### config.mk
export PLATFORM = sky130hd
export DESIGN_NAME = bankers_resource_allocator
export DESIGN_NICKNAME = d
export VERILOG_FILES = /design/src/hdl/bra_pkg.sv /design/src/hdl/bra_cfg.sv /design/src/hdl/bra_ctrl.sv /design/src/hdl/bra_dp.sv /design/src/hdl/bankers_resource_allocator.sv
export VERILOG_INCLUDE_DIRS = /design/src /design/src/hdl
export SDC_FILE = /design/constraint.sdc
export NUM_CORES = 2
export LEC_CHECK = 0
export ABC_AREA = 1
export BUFFER_PORTS_ARGS = -buffer_cell sky130_fd_sc_hd__buf_2
export CAP_MARGIN = 20
export CORE_MARGIN = 2
export CORE_UTILIZATION = 30
export DETAILED_ROUTE_END_ITERATION = 6
export GPL_ROUTABILITY_DRIVEN = 0
export SYNTH_ARGS = -nofsm -noshare
export SYNTH_HDL_FRONTEND = slang
export SYNTH_SLANG_ARGS = --single-unit
### constraint.sdc
create_clock -name clk -period 13.3 [get_ports clk]
set_input_delay 0.665 -clock clk [delete_from_list [all_inputs] [get_ports clk]]
set_output_delay 0.665 -clock clk [all_outputs]
set_load 0.01 [all_outputs]
### src/hdl/assert_macros.svh
// Assertion macros shared by the allocator RTL
`ifndef ASSERT_MACROS_SVH
`define ASSERT_MACROS_SVH
`ifndef SYNTHESIS
// check a property on every clock edge outside reset
`define BRA_ASSERT(lbl, clk, rst_n, prop, msg) \
  lbl: assert property (@(posedge clk) disable iff (!rst_n) prop) else $error(msg);
// check a property on every clock edge, reset included
`define BRA_ASSERT_ALWAYS(lbl, clk, prop, msg) \
  lbl: assert property (@(posedge clk) prop) else $error(msg);
`else
`define BRA_ASSERT(lbl, clk, rst_n, prop, msg)
`define BRA_ASSERT_ALWAYS(lbl, clk, prop, msg)
`endif
`endif

### src/hdl/bra_pkg.sv
// Shared constants, types and helpers of the banker's resource allocator
`default_nettype none
package bra_pkg;

  localparam int CUSTOMERS     = 5;
  localparam int RESOURCES     = 4;
  localparam int COUNT_BITS    = 8;

  localparam int ROW_REGS      = 5;
  localparam int AMOUNT_FIELDS = 4;
  localparam int AMT_BITS      = 8;
  localparam int CUST_BITS     = 3;
  localparam int STATUS_BITS   = 3;
  localparam int CFG_BITS      = 32;
  localparam int CFG_IDX_BITS  = 3;
  localparam int LANE_CNT_BITS = 3;

  localparam int LANES_MAX = (RESOURCES < AMOUNT_FIELDS) ? RESOURCES : AMOUNT_FIELDS;
  localparam int CIDX_BITS = (CUSTOMERS > 1) ? $clog2(CUSTOMERS) : 1;
  localparam int WORK_BITS = COUNT_BITS + $clog2(CUSTOMERS + 1);
  localparam int EXT_BITS  = (WORK_BITS > AMT_BITS) ? WORK_BITS : AMT_BITS;

  typedef logic [COUNT_BITS-1:0]                    count_t;
  typedef logic [WORK_BITS-1:0]                     work_t;
  typedef logic [EXT_BITS-1:0]                      ext_t;
  typedef logic [CIDX_BITS-1:0]                     cidx_t;
  typedef count_t [RESOURCES-1:0]                   row_t;
  typedef work_t [RESOURCES-1:0]                    work_vec_t;
  typedef logic [RESOURCES-1:0]                     lane_mask_t;
  typedef logic [AMOUNT_FIELDS-1:0][AMT_BITS-1:0]   amt_fields_t;
  typedef logic [ROW_REGS-1:0][CFG_BITS-1:0]        claim_regs_t;

  typedef enum logic [STATUS_BITS-1:0] {
    STAT_OK         = 3'd0,
    STAT_NEED_OVER  = 3'd1,
    STAT_AVAIL_OVER = 3'd2,
    STAT_UNSAFE     = 3'd3,
    STAT_REL_OVER   = 3'd4
  } status_t;

  typedef enum logic {
    FUNC_REQUEST = 1'b0,
    FUNC_RELEASE = 1'b1
  } func_t;

  typedef enum logic [CFG_IDX_BITS-1:0] {
    CFG_MAX_ROW_0  = 3'd0,
    CFG_MAX_ROW_1  = 3'd1,
    CFG_MAX_ROW_2  = 3'd2,
    CFG_MAX_ROW_3  = 3'd3,
    CFG_MAX_ROW_4  = 3'd4,
    CFG_INIT_AVAIL = 3'd5,
    CFG_LANES      = 3'd6
  } cfg_reg_t;

  typedef enum logic [1:0] {
    ST_IDLE,
    ST_EVAL,
    ST_SCAN,
    ST_POST
  } state_t;

  typedef struct packed {
    logic        reload;
    lane_mask_t  lane_en;
    logic [CFG_BITS-1:0] init_avail;
    claim_regs_t max_row;
  } cfg_view_t;

  typedef struct packed {
    logic load;
    logic eval;
    logic scan;
    logic publish;
  } dp_cmd_t;

  typedef struct packed {
    logic eval_scan;
    logic scan_end;
  } dp_sts_t;

  function automatic count_t lane_of(input logic [CFG_BITS-1:0] word_v, input int r);
    logic [CFG_BITS-1:0] s;
    s = word_v >> (r * COUNT_BITS);
    return s[COUNT_BITS-1:0];
  endfunction

  function automatic count_t claim_of(input claim_regs_t rows, input int c, input int r);
    logic [ROW_REGS*CFG_BITS-1:0] s;
    s = rows >> (c * CFG_BITS);
    return lane_of(s[CFG_BITS-1:0], r);
  endfunction

  function automatic logic [AMT_BITS-1:0] amount_lane(input amt_fields_t f, input int r);
    logic [AMOUNT_FIELDS*AMT_BITS-1:0] s;
    s = f >> (r * AMT_BITS);
    return s[AMT_BITS-1:0];
  endfunction

endpackage
`default_nettype wire

### src/hdl/bra_cfg.sv
// Configuration registers, lane mask and state reload values
`default_nettype none
module bra_cfg (
  input  logic                           clk,
  input  logic                           rst_n,
  input  logic                           cfg_we,
  input  logic [bra_pkg::CFG_IDX_BITS-1:0] cfg_index,
  input  logic [bra_pkg::CFG_BITS-1:0]   cfg_wdata,
  output bra_pkg::cfg_view_t             cfg
);
  import bra_pkg::*;

  claim_regs_t                max_row_r, max_row_nxt;
  logic [CFG_BITS-1:0]        init_avail_r, init_avail_nxt;
  logic [LANE_CNT_BITS-1:0]   lanes_r, lanes_nxt;
  logic [LANE_CNT_BITS-1:0]   lanes_n;
  logic                       hit;

  always_comb begin
    max_row_nxt    = max_row_r;
    init_avail_nxt = init_avail_r;
    lanes_nxt      = lanes_r;
    hit            = 1'b0;
    if (cfg_we) begin
      unique case (cfg_reg_t'(cfg_index)) inside
        CFG_MAX_ROW_0, CFG_MAX_ROW_1, CFG_MAX_ROW_2, CFG_MAX_ROW_3, CFG_MAX_ROW_4: begin
          max_row_nxt[cfg_index] = cfg_wdata;
          hit = 1'b1;
        end
        CFG_INIT_AVAIL: begin
          init_avail_nxt = cfg_wdata;
          hit = 1'b1;
        end
        CFG_LANES: begin
          lanes_nxt = cfg_wdata[LANE_CNT_BITS-1:0];
          hit = 1'b1;
        end
        default: hit = 1'b0;
      endcase
    end
  end

  always_ff @(posedge clk) begin
    if (!rst_n) begin
      max_row_r    <= '0;
      init_avail_r <= '0;
      lanes_r      <= LANE_CNT_BITS'(4);
    end else begin
      max_row_r    <= max_row_nxt;
      init_avail_r <= init_avail_nxt;
      lanes_r      <= lanes_nxt;
    end
  end

  always_comb begin
    if (lanes_r == '0) begin
      lanes_n = LANE_CNT_BITS'(1);
    end else if (32'(lanes_r) > LANES_MAX) begin
      lanes_n = LANE_CNT_BITS'(LANES_MAX);
    end else begin
      lanes_n = lanes_r;
    end
    for (int r = 0; r < RESOURCES; r++) begin
      cfg.lane_en[r] = (r < 32'(lanes_n));
    end
    cfg.reload     = hit;
    cfg.init_avail = init_avail_nxt;
    cfg.max_row    = max_row_nxt;
  end

endmodule
`default_nettype wire

### src/hdl/bra_ctrl.sv
// Sequencing state machine of the allocator
`default_nettype none
module bra_ctrl (
  input  logic              clk,
  input  logic              rst_n,
  input  logic              in_valid,
  output logic              in_stall,
  output logic              out_valid,
  input  logic              out_stall,
  output bra_pkg::dp_cmd_t  cmd,
  input  bra_pkg::dp_sts_t  sts
);
  import bra_pkg::*;

  state_t state_r, state_nxt;
  logic   out_valid_r, out_valid_nxt;

  always_ff @(posedge clk) begin
    if (!rst_n) begin
      state_r     <= ST_IDLE;
      out_valid_r <= 1'b0;
    end else begin
      state_r     <= state_nxt;
      out_valid_r <= out_valid_nxt;
    end
  end

  always_comb begin
    state_nxt     = state_r;
    out_valid_nxt = out_valid_r && out_stall;
    cmd           = '0;
    unique case (state_r)
      ST_IDLE: begin
        if (in_valid) begin
          cmd.load  = 1'b1;
          state_nxt = ST_EVAL;
        end
      end
      ST_EVAL: begin
        cmd.eval  = 1'b1;
        state_nxt = sts.eval_scan ? ST_SCAN : ST_POST;
      end
      ST_SCAN: begin
        cmd.scan = 1'b1;
        if (sts.scan_end) begin
          state_nxt = ST_POST;
        end
      end
      ST_POST: begin
        if (!out_valid_r || !out_stall) begin
          cmd.publish   = 1'b1;
          out_valid_nxt = 1'b1;
          state_nxt     = ST_IDLE;
        end
      end
      default: state_nxt = ST_IDLE;
    endcase
  end

  assign in_stall  = (state_r != ST_IDLE);
  assign out_valid = out_valid_r;

endmodule
`default_nettype wire

### src/hdl/bra_dp.sv
// Allocation state, request checks, safety scan and result register
`default_nettype none
module bra_dp (
  input  logic                              clk,
  input  logic                              rst_n,
  input  bra_pkg::dp_cmd_t                  cmd,
  output bra_pkg::dp_sts_t                  sts,
  input  bra_pkg::cfg_view_t                cfg,
  input  logic                              in_func,
  input  logic [bra_pkg::CUST_BITS-1:0]     in_customer,
  input  bra_pkg::amt_fields_t              in_amount,
  output logic                              out_granted,
  output logic [bra_pkg::STATUS_BITS-1:0]   out_status
);
  import bra_pkg::*;

  func_t                    func_r, func_nxt;
  logic [CUST_BITS-1:0]     cust_r, cust_nxt;
  amt_fields_t              amt_r, amt_nxt;
  row_t                     avail_r, avail_nxt;
  row_t [CUSTOMERS-1:0]     alloc_r, alloc_nxt, need_r, need_nxt;
  row_t                     cust_alloc_r, cust_alloc_nxt, cust_need_r, cust_need_nxt;
  work_vec_t                work_r, work_nxt, work_add, work_init;
  logic [CUSTOMERS-1:0]     done_r, done_nxt, done_scan;
  cidx_t                    scan_idx_r, scan_idx_nxt, pass_r, pass_nxt;
  logic                     progress_r, progress_nxt;
  status_t                  res_status_r, res_status_nxt;
  logic                     out_granted_r, out_granted_nxt;
  status_t                  out_status_r, out_status_nxt;

  cidx_t                    cust_idx, rd_idx;
  logic                     cust_ok, is_cust;
  row_t                     rd_alloc, rd_need, adj_alloc, adj_need;
  row_t                     rel_alloc, rel_need, rel_avail;
  row_t                     req_alloc, req_need, req_avail, init_avail_row;
  row_t [CUSTOMERS-1:0]     claim_rows;
  ext_t [RESOURCES-1:0]     amt_ext;
  logic                     over_alloc, over_need, over_avail, fits, take, prog;
  logic                     last_row, last_pass, all_done, release_ok, eval_scan, scan_end;
  status_t                  eval_status;

  assign cust_idx = cidx_t'(cust_r);
  assign cust_ok  = (32'(cust_r) < CUSTOMERS);
  assign rd_idx   = cmd.scan ? scan_idx_r : cust_idx;
  assign rd_alloc = alloc_r[rd_idx];
  assign rd_need  = need_r[rd_idx];
  assign is_cust  = (scan_idx_r == cust_idx);

  always_comb begin
    over_alloc = 1'b0;
    over_need  = 1'b0;
    over_avail = 1'b0;
    fits       = 1'b1;
    for (int r = 0; r < RESOURCES; r++) begin
      amt_ext[r] = EXT_BITS'(amount_lane(amt_r, r));
      if (cfg.lane_en[r] && amt_ext[r] > EXT_BITS'(rd_alloc[r])) over_alloc = 1'b1;
      if (cfg.lane_en[r] && amt_ext[r] > EXT_BITS'(rd_need[r]))  over_need  = 1'b1;
      if (cfg.lane_en[r] && amt_ext[r] > EXT_BITS'(avail_r[r]))  over_avail = 1'b1;

      rel_alloc[r] = cfg.lane_en[r] ?
                     count_t'(EXT_BITS'(rd_alloc[r]) - amt_ext[r]) : rd_alloc[r];
      rel_need[r]  = cfg.lane_en[r] ?
                     count_t'(EXT_BITS'(rd_need[r]) + amt_ext[r]) : rd_need[r];
      rel_avail[r] = cfg.lane_en[r] ?
                     count_t'(EXT_BITS'(avail_r[r]) + amt_ext[r]) : avail_r[r];
      req_alloc[r] = cfg.lane_en[r] ?
                     count_t'(EXT_BITS'(cust_alloc_r[r]) + amt_ext[r]) : cust_alloc_r[r];
      req_need[r]  = cfg.lane_en[r] ?
                     count_t'(EXT_BITS'(cust_need_r[r]) - amt_ext[r]) : cust_need_r[r];
      req_avail[r] = cfg.lane_en[r] ?
                     count_t'(EXT_BITS'(avail_r[r]) - amt_ext[r]) : avail_r[r];

      adj_alloc[r] = is_cust ? req_alloc[r] : rd_alloc[r];
      adj_need[r]  = is_cust ? req_need[r]  : rd_need[r];
      if (cfg.lane_en[r] && EXT_BITS'(adj_need[r]) > EXT_BITS'(work_r[r])) fits = 1'b0;
      work_add[r]  = cfg.lane_en[r] ?
                     work_t'(EXT_BITS'(work_r[r]) + EXT_BITS'(adj_alloc[r])) : work_r[r];
      work_init[r] = work_t'(req_avail[r]);

      init_avail_row[r] = lane_of(cfg.init_avail, r);
      for (int c = 0; c < CUSTOMERS; c++) begin
        claim_rows[c][r] = (c < ROW_REGS) ? claim_of(cfg.max_row, c, r) : '0;
      end
    end
  end

  always_comb begin
    if (func_r == FUNC_RELEASE) begin
      eval_status = (!cust_ok || over_alloc) ? STAT_REL_OVER : STAT_OK;
    end else if (!cust_ok || over_need) begin
      eval_status = STAT_NEED_OVER;
    end else if (over_avail) begin
      eval_status = STAT_AVAIL_OVER;
    end else begin
      eval_status = STAT_OK;
    end
    release_ok = (func_r == FUNC_RELEASE) && (eval_status == STAT_OK);
    eval_scan  = (func_r == FUNC_REQUEST) && (eval_status == STAT_OK);

    take      = !done_r[scan_idx_r] && fits;
    done_scan = done_r;
    if (take) done_scan[scan_idx_r] = 1'b1;
    prog      = progress_r || take;
    last_row  = (scan_idx_r == cidx_t'(CUSTOMERS - 1));
    last_pass = (pass_r == cidx_t'(CUSTOMERS - 1));
    all_done  = &done_scan;
    scan_end  = last_row && (all_done || !prog || last_pass);
  end

  assign sts.eval_scan = eval_scan;
  assign sts.scan_end  = scan_end;

  always_comb begin
    func_nxt        = func_r;
    cust_nxt        = cust_r;
    amt_nxt         = amt_r;
    avail_nxt       = avail_r;
    alloc_nxt       = alloc_r;
    need_nxt        = need_r;
    cust_alloc_nxt  = cust_alloc_r;
    cust_need_nxt   = cust_need_r;
    work_nxt        = work_r;
    done_nxt        = done_r;
    scan_idx_nxt    = scan_idx_r;
    pass_nxt        = pass_r;
    progress_nxt    = progress_r;
    res_status_nxt  = res_status_r;
    out_granted_nxt = out_granted_r;
    out_status_nxt  = out_status_r;

    if (cmd.load) begin
      func_nxt = func_t'(in_func);
      cust_nxt = in_customer;
      amt_nxt  = in_amount;
    end

    if (cmd.eval) begin
      res_status_nxt = eval_status;
      cust_alloc_nxt = rd_alloc;
      cust_need_nxt  = rd_need;
      if (release_ok) begin
        avail_nxt           = rel_avail;
        alloc_nxt[cust_idx] = rel_alloc;
        need_nxt[cust_idx]  = rel_need;
      end
      if (eval_scan) begin
        work_nxt     = work_init;
        done_nxt     = '0;
        scan_idx_nxt = '0;
        pass_nxt     = '0;
        progress_nxt = 1'b0;
      end
    end

    if (cmd.scan) begin
      done_nxt = done_scan;
      if (take) work_nxt = work_add;
      if (!last_row) begin
        scan_idx_nxt = cidx_t'(scan_idx_r + 1'b1);
        progress_nxt = prog;
      end else if (all_done) begin
        res_status_nxt      = STAT_OK;
        avail_nxt           = req_avail;
        alloc_nxt[cust_idx] = req_alloc;
        need_nxt[cust_idx]  = req_need;
      end else if (!prog || last_pass) begin
        res_status_nxt = STAT_UNSAFE;
      end else begin
        scan_idx_nxt = '0;
        pass_nxt     = cidx_t'(pass_r + 1'b1);
        progress_nxt = 1'b0;
      end
    end

    if (cmd.publish) begin
      out_granted_nxt = (res_status_r == STAT_OK);
      out_status_nxt  = res_status_r;
    end

    if (cfg.reload) begin
      avail_nxt = init_avail_row;
      alloc_nxt = '0;
      need_nxt  = claim_rows;
    end
  end

  always_ff @(posedge clk) begin
    if (!rst_n) begin
      avail_r      <= '0;
      alloc_r      <= '0;
      need_r       <= '0;
      done_r       <= '0;
      scan_idx_r   <= '0;
      pass_r       <= '0;
      progress_r   <= 1'b0;
      res_status_r <= STAT_OK;
    end else begin
      avail_r      <= avail_nxt;
      alloc_r      <= alloc_nxt;
      need_r       <= need_nxt;
      done_r       <= done_nxt;
      scan_idx_r   <= scan_idx_nxt;
      pass_r       <= pass_nxt;
      progress_r   <= progress_nxt;
      res_status_r <= res_status_nxt;
    end
  end

  always_ff @(posedge clk) begin
    func_r        <= func_nxt;
    cust_r        <= cust_nxt;
    amt_r         <= amt_nxt;
    cust_alloc_r  <= cust_alloc_nxt;
    cust_need_r   <= cust_need_nxt;
    work_r        <= work_nxt;
    out_granted_r <= out_granted_nxt;
    out_status_r  <= out_status_nxt;
  end

  assign out_granted = out_granted_r;
  assign out_status  = out_status_r;

endmodule
`default_nettype wire

### src/hdl/bankers_resource_allocator.sv
// Top level of the banker's resource allocator
// Takes one request or release transaction of up to four resource counts for one
// customer and returns one result: granted plus a status code. A release, or a
// request refused for exceeding need or availability, gives its result once it
// has passed the load, evaluate and publish states. A request that passes those
// checks runs the banker's safety test, which visits one customer row per cycle
// over at most CUSTOMERS passes before its result is published; that row scan
// sets the rate. One transaction is in work at a time; the next is accepted
// while the previous result waits in the output register. Any write to a defined
// configuration register reloads available units and remaining need and clears
// all allocations; write configuration only while idle.
`default_nettype none
`include "assert_macros.svh"
module bankers_resource_allocator (
  input  logic                               clk,
  input  logic                               rst_n,
  input  logic                               in_valid,
  output logic                               in_stall,
  input  logic                               in_func,
  input  logic [bra_pkg::CUST_BITS-1:0]      in_customer,
  input  logic [bra_pkg::AMT_BITS-1:0]       in_amount_0,
  input  logic [bra_pkg::AMT_BITS-1:0]       in_amount_1,
  input  logic [bra_pkg::AMT_BITS-1:0]       in_amount_2,
  input  logic [bra_pkg::AMT_BITS-1:0]       in_amount_3,
  output logic                               out_valid,
  input  logic                               out_stall,
  output logic                               out_granted,
  output logic [bra_pkg::STATUS_BITS-1:0]    out_status,
  input  logic                               cfg_we,
  input  logic [bra_pkg::CFG_IDX_BITS-1:0]   cfg_index,
  input  logic [bra_pkg::CFG_BITS-1:0]       cfg_wdata
);
  import bra_pkg::*;

  cfg_view_t   cfg;
  dp_cmd_t     cmd;
  dp_sts_t     sts;
  amt_fields_t amounts;

  assign amounts = {in_amount_3, in_amount_2, in_amount_1, in_amount_0};

  bra_cfg u_cfg (
    .clk       (clk),
    .rst_n     (rst_n),
    .cfg_we    (cfg_we),
    .cfg_index (cfg_index),
    .cfg_wdata (cfg_wdata),
    .cfg       (cfg)
  );

  bra_ctrl u_ctrl (
    .clk       (clk),
    .rst_n     (rst_n),
    .in_valid  (in_valid),
    .in_stall  (in_stall),
    .out_valid (out_valid),
    .out_stall (out_stall),
    .cmd       (cmd),
    .sts       (sts)
  );

  bra_dp u_dp (
    .clk         (clk),
    .rst_n       (rst_n),
    .cmd         (cmd),
    .sts         (sts),
    .cfg         (cfg),
    .in_func     (in_func),
    .in_customer (in_customer),
    .in_amount   (amounts),
    .out_granted (out_granted),
    .out_status  (out_status)
  );

  `BRA_ASSERT(a_grant_matches_status, clk, rst_n, out_valid |-> (out_granted == (out_status == STAT_OK)), "granted disagrees with status")
  `BRA_ASSERT(a_busy_after_accept, clk, rst_n, (in_valid && !in_stall) |=> in_stall, "input not stalled after accept")
  `BRA_ASSERT_ALWAYS(a_reset_clears, clk, !rst_n |=> (!out_valid && !in_stall), "reset left block busy")

endmodule
`default_nettype wire
* Yosys cells after proc, flatten, opt, wreduce, memory -nomap -nowiden
Index checks and enable logic that the tools add are counted.
** Word-level totals
- Input port bits :: 76
- Output and inout port bits :: 6
- Flip-flop bits (word level) :: 713
** Cells by class
- Reductions and logical operators :: 51
- Bitwise operators :: 3
- $lt $le $gt $ge :: 29
- $add $sub $neg :: 30
- Mux-type cells :: 143
- Eq/ne operators :: 19
** Operator list (count)
- 2-to-1 mux 160 bit :: 13
- bitwise mux 160 bit :: 5
- 2-to-1 mux 32 bit :: 12
- 2-to-1 mux 8 bit :: 32
- binary-select mux 32 bit (select 3 bit) :: 2
- demux 32 bit (select 3 bit) :: 2
- 2-to-1 mux 44 bit :: 4
- adder 8 bit :: 12
- > comparator 8 bit :: 12
- subtractor 8 bit :: 12
- 2-to-1 mux 3 bit :: 22
- adder 11 x 8 -> 11 bit :: 4
- > comparator 8 x 11 -> 1 bit :: 4
- 2-to-1 mux 11 bit :: 4
- 2-to-1 mux 1 bit :: 35
- logical AND 1 bit :: 24
- 2-to-1 mux 5 bit :: 4
- < comparator 3 x 4 -> 1 bit, second input constant :: 4
- == test 3 bit, second input constant :: 5
- zero test 3 bit :: 4
- != test 3 bit, second input constant :: 4
- 2-to-1 mux 2 bit :: 5
- greater-or-equal comparator 3 x 1 -> 1 bit, second input constant :: 3
- one-hot mux 2 bit (4 select lines) :: 1
- other kinds (26) :: 46

* Logic depth before layout (Yosys ltp)
- Depth in word-level cells :: 23
- Mapped depth :: 37
- Mapped depth without buffers :: 34

* Hierarchy
Synthesis repeated with hierarchy kept, for this count alone.
** Unflattened totals
- Cell total of the unflattened synthesis :: 7771
- Area, all modules :: 49906.6 µm²
** By module, submodules not included
- bra_dp :: times used 1, cells an instance 6238, area an instance 40649.0 µm²
- bra_cfg :: times used 1, cells an instance 1499, area an instance 9017.4 µm²
- bra_ctrl :: times used 1, cells an instance 34, area an instance 240.2 µm²

* Least setup slack after synthesis
No wires, ideal clock.
- Path kind :: reg2reg
- Start :: register u_ctrl.state_r[0]
- End :: register u_dp.alloc_r[47] in the netlist's numbering
- Required time :: 13167 ps
- Period minus slack after synthesis :: 4610 ps
- Data arrival time :: 4478 ps
- Slack :: 8690 ps
- Setup time :: 133 ps
- Stages on the path, launching flop included :: 33
- Path buffers :: 7
- Path through :: dfxtp_1 inv_1 ha_1 buf_2 nand2_1 nand2_1 inv_2 buf_2 buf_2 buf_1 nand2_1 nand3_1 nand3_1 o21ai_0 inv_1 ha_1 fa_1 nand3b_1 nand2_1 nand4_1 o311ai_0 nand3_1 nor2_2 nand2_1 inv_2 buf_4 nand2_2 inv_1 buf_4 buf_2 nand3_1 o21ai_0 a21oi_1
** RTL lines
- from (decl) :: RTL line bra_ctrl.sv:15 : state_t state_r, state_nxt;
- from (signal assigned) :: RTL line bra_ctrl.sv:23 : state_r <= state_nxt;
- to (signal assigned) :: RTL line bra_dp.sv:199 : alloc_r <= alloc_nxt;
- to (decl) :: RTL line bra_dp.sv:21 : row_t [CUSTOMERS-1:0] alloc_r, alloc_nxt, need_r, need_nxt;

==> results.yml <==
cells_and_area:
  layout-drive-gt1-share_pct: 5.816
  area_delta_synth_final_pct: 10.64
  fin_nets: 7074
  stdcell_count: 8804
  design_area_um2: 51210
worst_hold_path:
  hold_depth: 1
  hp-start: "in_amount_3[3]"
  hp-class: "input port to flip-flop"
  hold_path_end: "u_dp.amt_ext[36]$_DFFE_PP_"
setup_path:
  end_kind: "flip-flop"
  r2r-start: "u_ctrl.state_r[0]$_SDFFE_PN0P_"
  r2r_end: "u_dp.alloc_r[62]$_SDFF_PP0_"
  slowest_stage: "buf_4"
  crit_top_cell: "nand2_1"
  max_stage_delay_ps: 810
  critPathRequiredTime_ps: 13820
  critPathKind: "flip-flop to flip-flop"
  worst-r2r-cell-count: 30
  crit_path_max_fanout: 73
  r2r_slack_ps: 4810
  startpoint_type: "flip-flop"
  arrival_ps: 9010
synthesis:
  syn-cell-area_um2: 46280
  async_flop_share_pct: 0
  synth_cell_types: 57
  ys.flop_type: "dfxtp_1"
  yosys-top-cells-area: "dfxtp_1 (24%), nand2_1 (17%), edfxtp_1 (9.6%)"
  syn_avg_cell_area_um2: 6.769
  ys_ff_latch: 713
  synth_edf_count: 148
  synth_largest_area_cell: "dfxtp_1"
  ys_warn_count: 0
  synth_top_area_share_pct: 24.44
  syn_inst: 6837
  yosysSeqAreaShare_pct: 34.04
sta:
  fin_setup_tns_ps: 0
  tightest_slew_ps: 1143
  slew_violations: 0
  report.final.setup_viol: 0
  slew_headroom_pct: 23.01
  finalHoldViolCount: 0
  min_period_ps: 8489
  period_share_pct: 63.83
  rsz0062_at_grt: "no"
  fmax_mhz: 117.8
  finClkSkew_ps: 41.09
route:
  wl_per_cell_um: 21.17
  top_layer: "met5"
  drt_first_pass_iters: 7
  drt-total-wl_um: 186400
  wl_met1_um: 78130
  drc: 6
  vias: 47826
  drt_iter0_markers: 5720
  routed_via_density: 5.432
  dr_wl_met2_um: 80380
  wl_met3_um: 18840
  drtAntennaViolNets: 0
power:
  sw_frac_of_total_pct: 44.04
  p_seq_share_pct: 30.8
  comb_power_share_pct: 41.3
  p_switching_mw: 3.761
  p_clk_share_pct: 27.9
  total_power_mw: 8.539
  ir_drop_uv: 106.4
  p_leak_nw: 21.73
  powerDensity_nw_per_um2: 166.8
  p_int_mw: 4.779
outcome:
  status: "finished with violations"
  failed_checks: "DRC"
clock_network:
  numCtsBuffers: 84
  path_clk_slew_ps: 60
  hold_buffers: 0
  cts.sinks: 713
  cts_max_level: 3
  cts_setup_buffers: 0
  insertion_delay_ps: 690
  cts_max_path_buffers: 3
  cts_resized: 0
  clock-root-buffer: "clkbuf_16"
  cts_tree: "built"
floorplanning:
  die_area_um2: 157400
  fp-row-count: 144
  die_height_um: 396.8
  fp.dieW_um: 396.8
  io-pin-count: 82
  initial_utilization_pct: 30.11
  core_region_area_um2: 153700
grt:
  overflow: 0
  grt_pass1_wl_um: 277400
  grt_pass1_vias: 43525
  grt_usage_pct: 22.84
  grt_start_max_net_pins: 155
  antenna_found_initial: 20
placement:
  place_area_um2: 48430
  hpwl_um: 120200
  portBuffers: 81
  placed_cells: 8645
run:
  drv_cap: 0
-- cells by family (layout without fill, tap and decap cells) --
family	Yosys count	in the layout	synth area share [%]
AO/OA/AOI/OAI	1549	1549	18.45
adder cells (fa/ha/maj)	310	310	8.835
AND/OR/NAND/NOR	3219	3219	28.09
buffers and inverters	894	804	7.624
multiplexers	36	36	0.7786
flip-flops	713	713	34.04
XOR/XNOR	115	115	2.176
other	1	14	0.008103
-- worst max-delay path, delay by kind of cell, from the launching register on --
family	cells	cell delay (ps)
fa+ha+maj	3	1110
buf+inv	9	3650
simple gates	11	1980
compound gates	7	1030
flops	1	370
-- power groups by stage --
stage / clock network, mW / logic (mW) / registers, mW
floorplan: 0 / 2.19 / 2.60
finish: 2.38 / 3.53 / 2.63
global route: 2.49 / 3.81 / 2.64
global placement: 0 / 3.35 / 2.66
detailed placement: 0 / 3.38 / 2.67
CTS: 2.41 / 3.41 / 2.62
-- area by class of cell --
cell class	instances	area, µm²
clock buffers	125	2511
inverters	471	1783
flip-flops and latches	713	15760
clock inverters	30	255.2
repair buffers	178	1156
diodes	3	7.507
well taps	2044	2557
multi-input cells	5240	27180
fillers	16411	102500
-- cell usage in the layout, fill, tap and decap left out, types with 11 or more instances in the layout --
cell type     n
a21oi_1     554
a31oi_1      16
buf_2        82
buf_4        93
clkbuf_1     20
clkbuf_16    88
clkbuf_8     17
clkinv_1     11
clkinv_2     15
conb_1       11
dfxtp_1     564
edfxtp_1    148
fa_1         28
ha_1        281
inv_1       442
inv_2        18
mux2i_1      36
nand2_1    2027
nand2_2      11
nand3_1     365
nand4_1      27
nor2_1      569
nor2_4       14
nor3_1      162
o211ai_1    189
o21ai_0     669
o21ai_1      11
o21bai_1     14
o22ai_1      28
or2_2        17
xnor2_1      40
xor2_1       75
-- how the worst max path moves through the flow --
| stage | from | slack, ps | end |
|---|---|---|---|
| after floorplan | u_ctrl.state_r[0]$_SDFFE_PN0P_ | 8690 | u_dp.alloc_r[47]$_SDFF_PP0_ |
| after global placement | u_ctrl.state_r[0]$_SDFFE_PN0P_ | 5380 | u_dp.alloc_r[62]$_SDFF_PP0_ |
| after detailed placement | u_ctrl.state_r[0]$_SDFFE_PN0P_ | 5120 | u_dp.alloc_r[62]$_SDFF_PP0_ |
| after CTS | u_ctrl.state_r[0]$_SDFFE_PN0P_ | 5100 | u_dp.alloc_r[62]$_SDFF_PP0_ |
| after global routing | u_ctrl.state_r[0]$_SDFFE_PN0P_ | 4360 | u_dp.alloc_r[62]$_SDFF_PP0_ |
| final | u_ctrl.state_r[0]$_SDFFE_PN0P_ | 4810 | u_dp.alloc_r[62]$_SDFF_PP0_ |
-- synth_stat cells (10+ instances only) --
cell,number
clkbuf_1,279
buf_2,78
o21bai_1,14
inv_2,17
o22ai_1,28
a32o_1,10
edfxtp_1,148
buf_4,10
xor2_1,75
or2_2,17
a21oi_1,555
inv_1,448
nand4_1,27
fa_1,28
o21ai_1,12
ha_1,282
nor3_1,164
buf_1,51
dfxtp_1,565
nand3_1,368
nor2_1,577
o211ai_1,189
a31oi_1,16
xnor2_1,40
o21ai_0,669
nand2_1,2036
mux2i_1,36
-- per-stage QoR --
step                util (%)  hold slack [ps]  worst slack, ps
finish                 33.32            170.8             4811
global route           33.32            157.4             4362
CTS                    33.31            135.6             5096
detailed placement     31.51            445.2             5119
global placement       31.50            446.9             5382
floorplan                  -            431.4             8690
-- state kept, by name, summed over array words and instances, names as in the netlist, 32 cells and up --
register            cells
u_cfg.init_avail_r     32
u_dp.avail_r           32
u_dp.work_r            44
u_dp.need_r           160
u_dp.cust_alloc_r      32
u_dp.alloc_r          160
u_cfg.max_row_r       160
u_dp.cust_need_r       32
u_dp.amt_ext           32
-- metal layers --
metal  up-vias  global-route usage (%)
li1      22402                       -
met5         -                       0
met2      2574                   35.36
met3       529                   4.174
met4        16                   9.818
met1     22305                   30.98
Note: power is estimated with default switching activity, not from simulation.
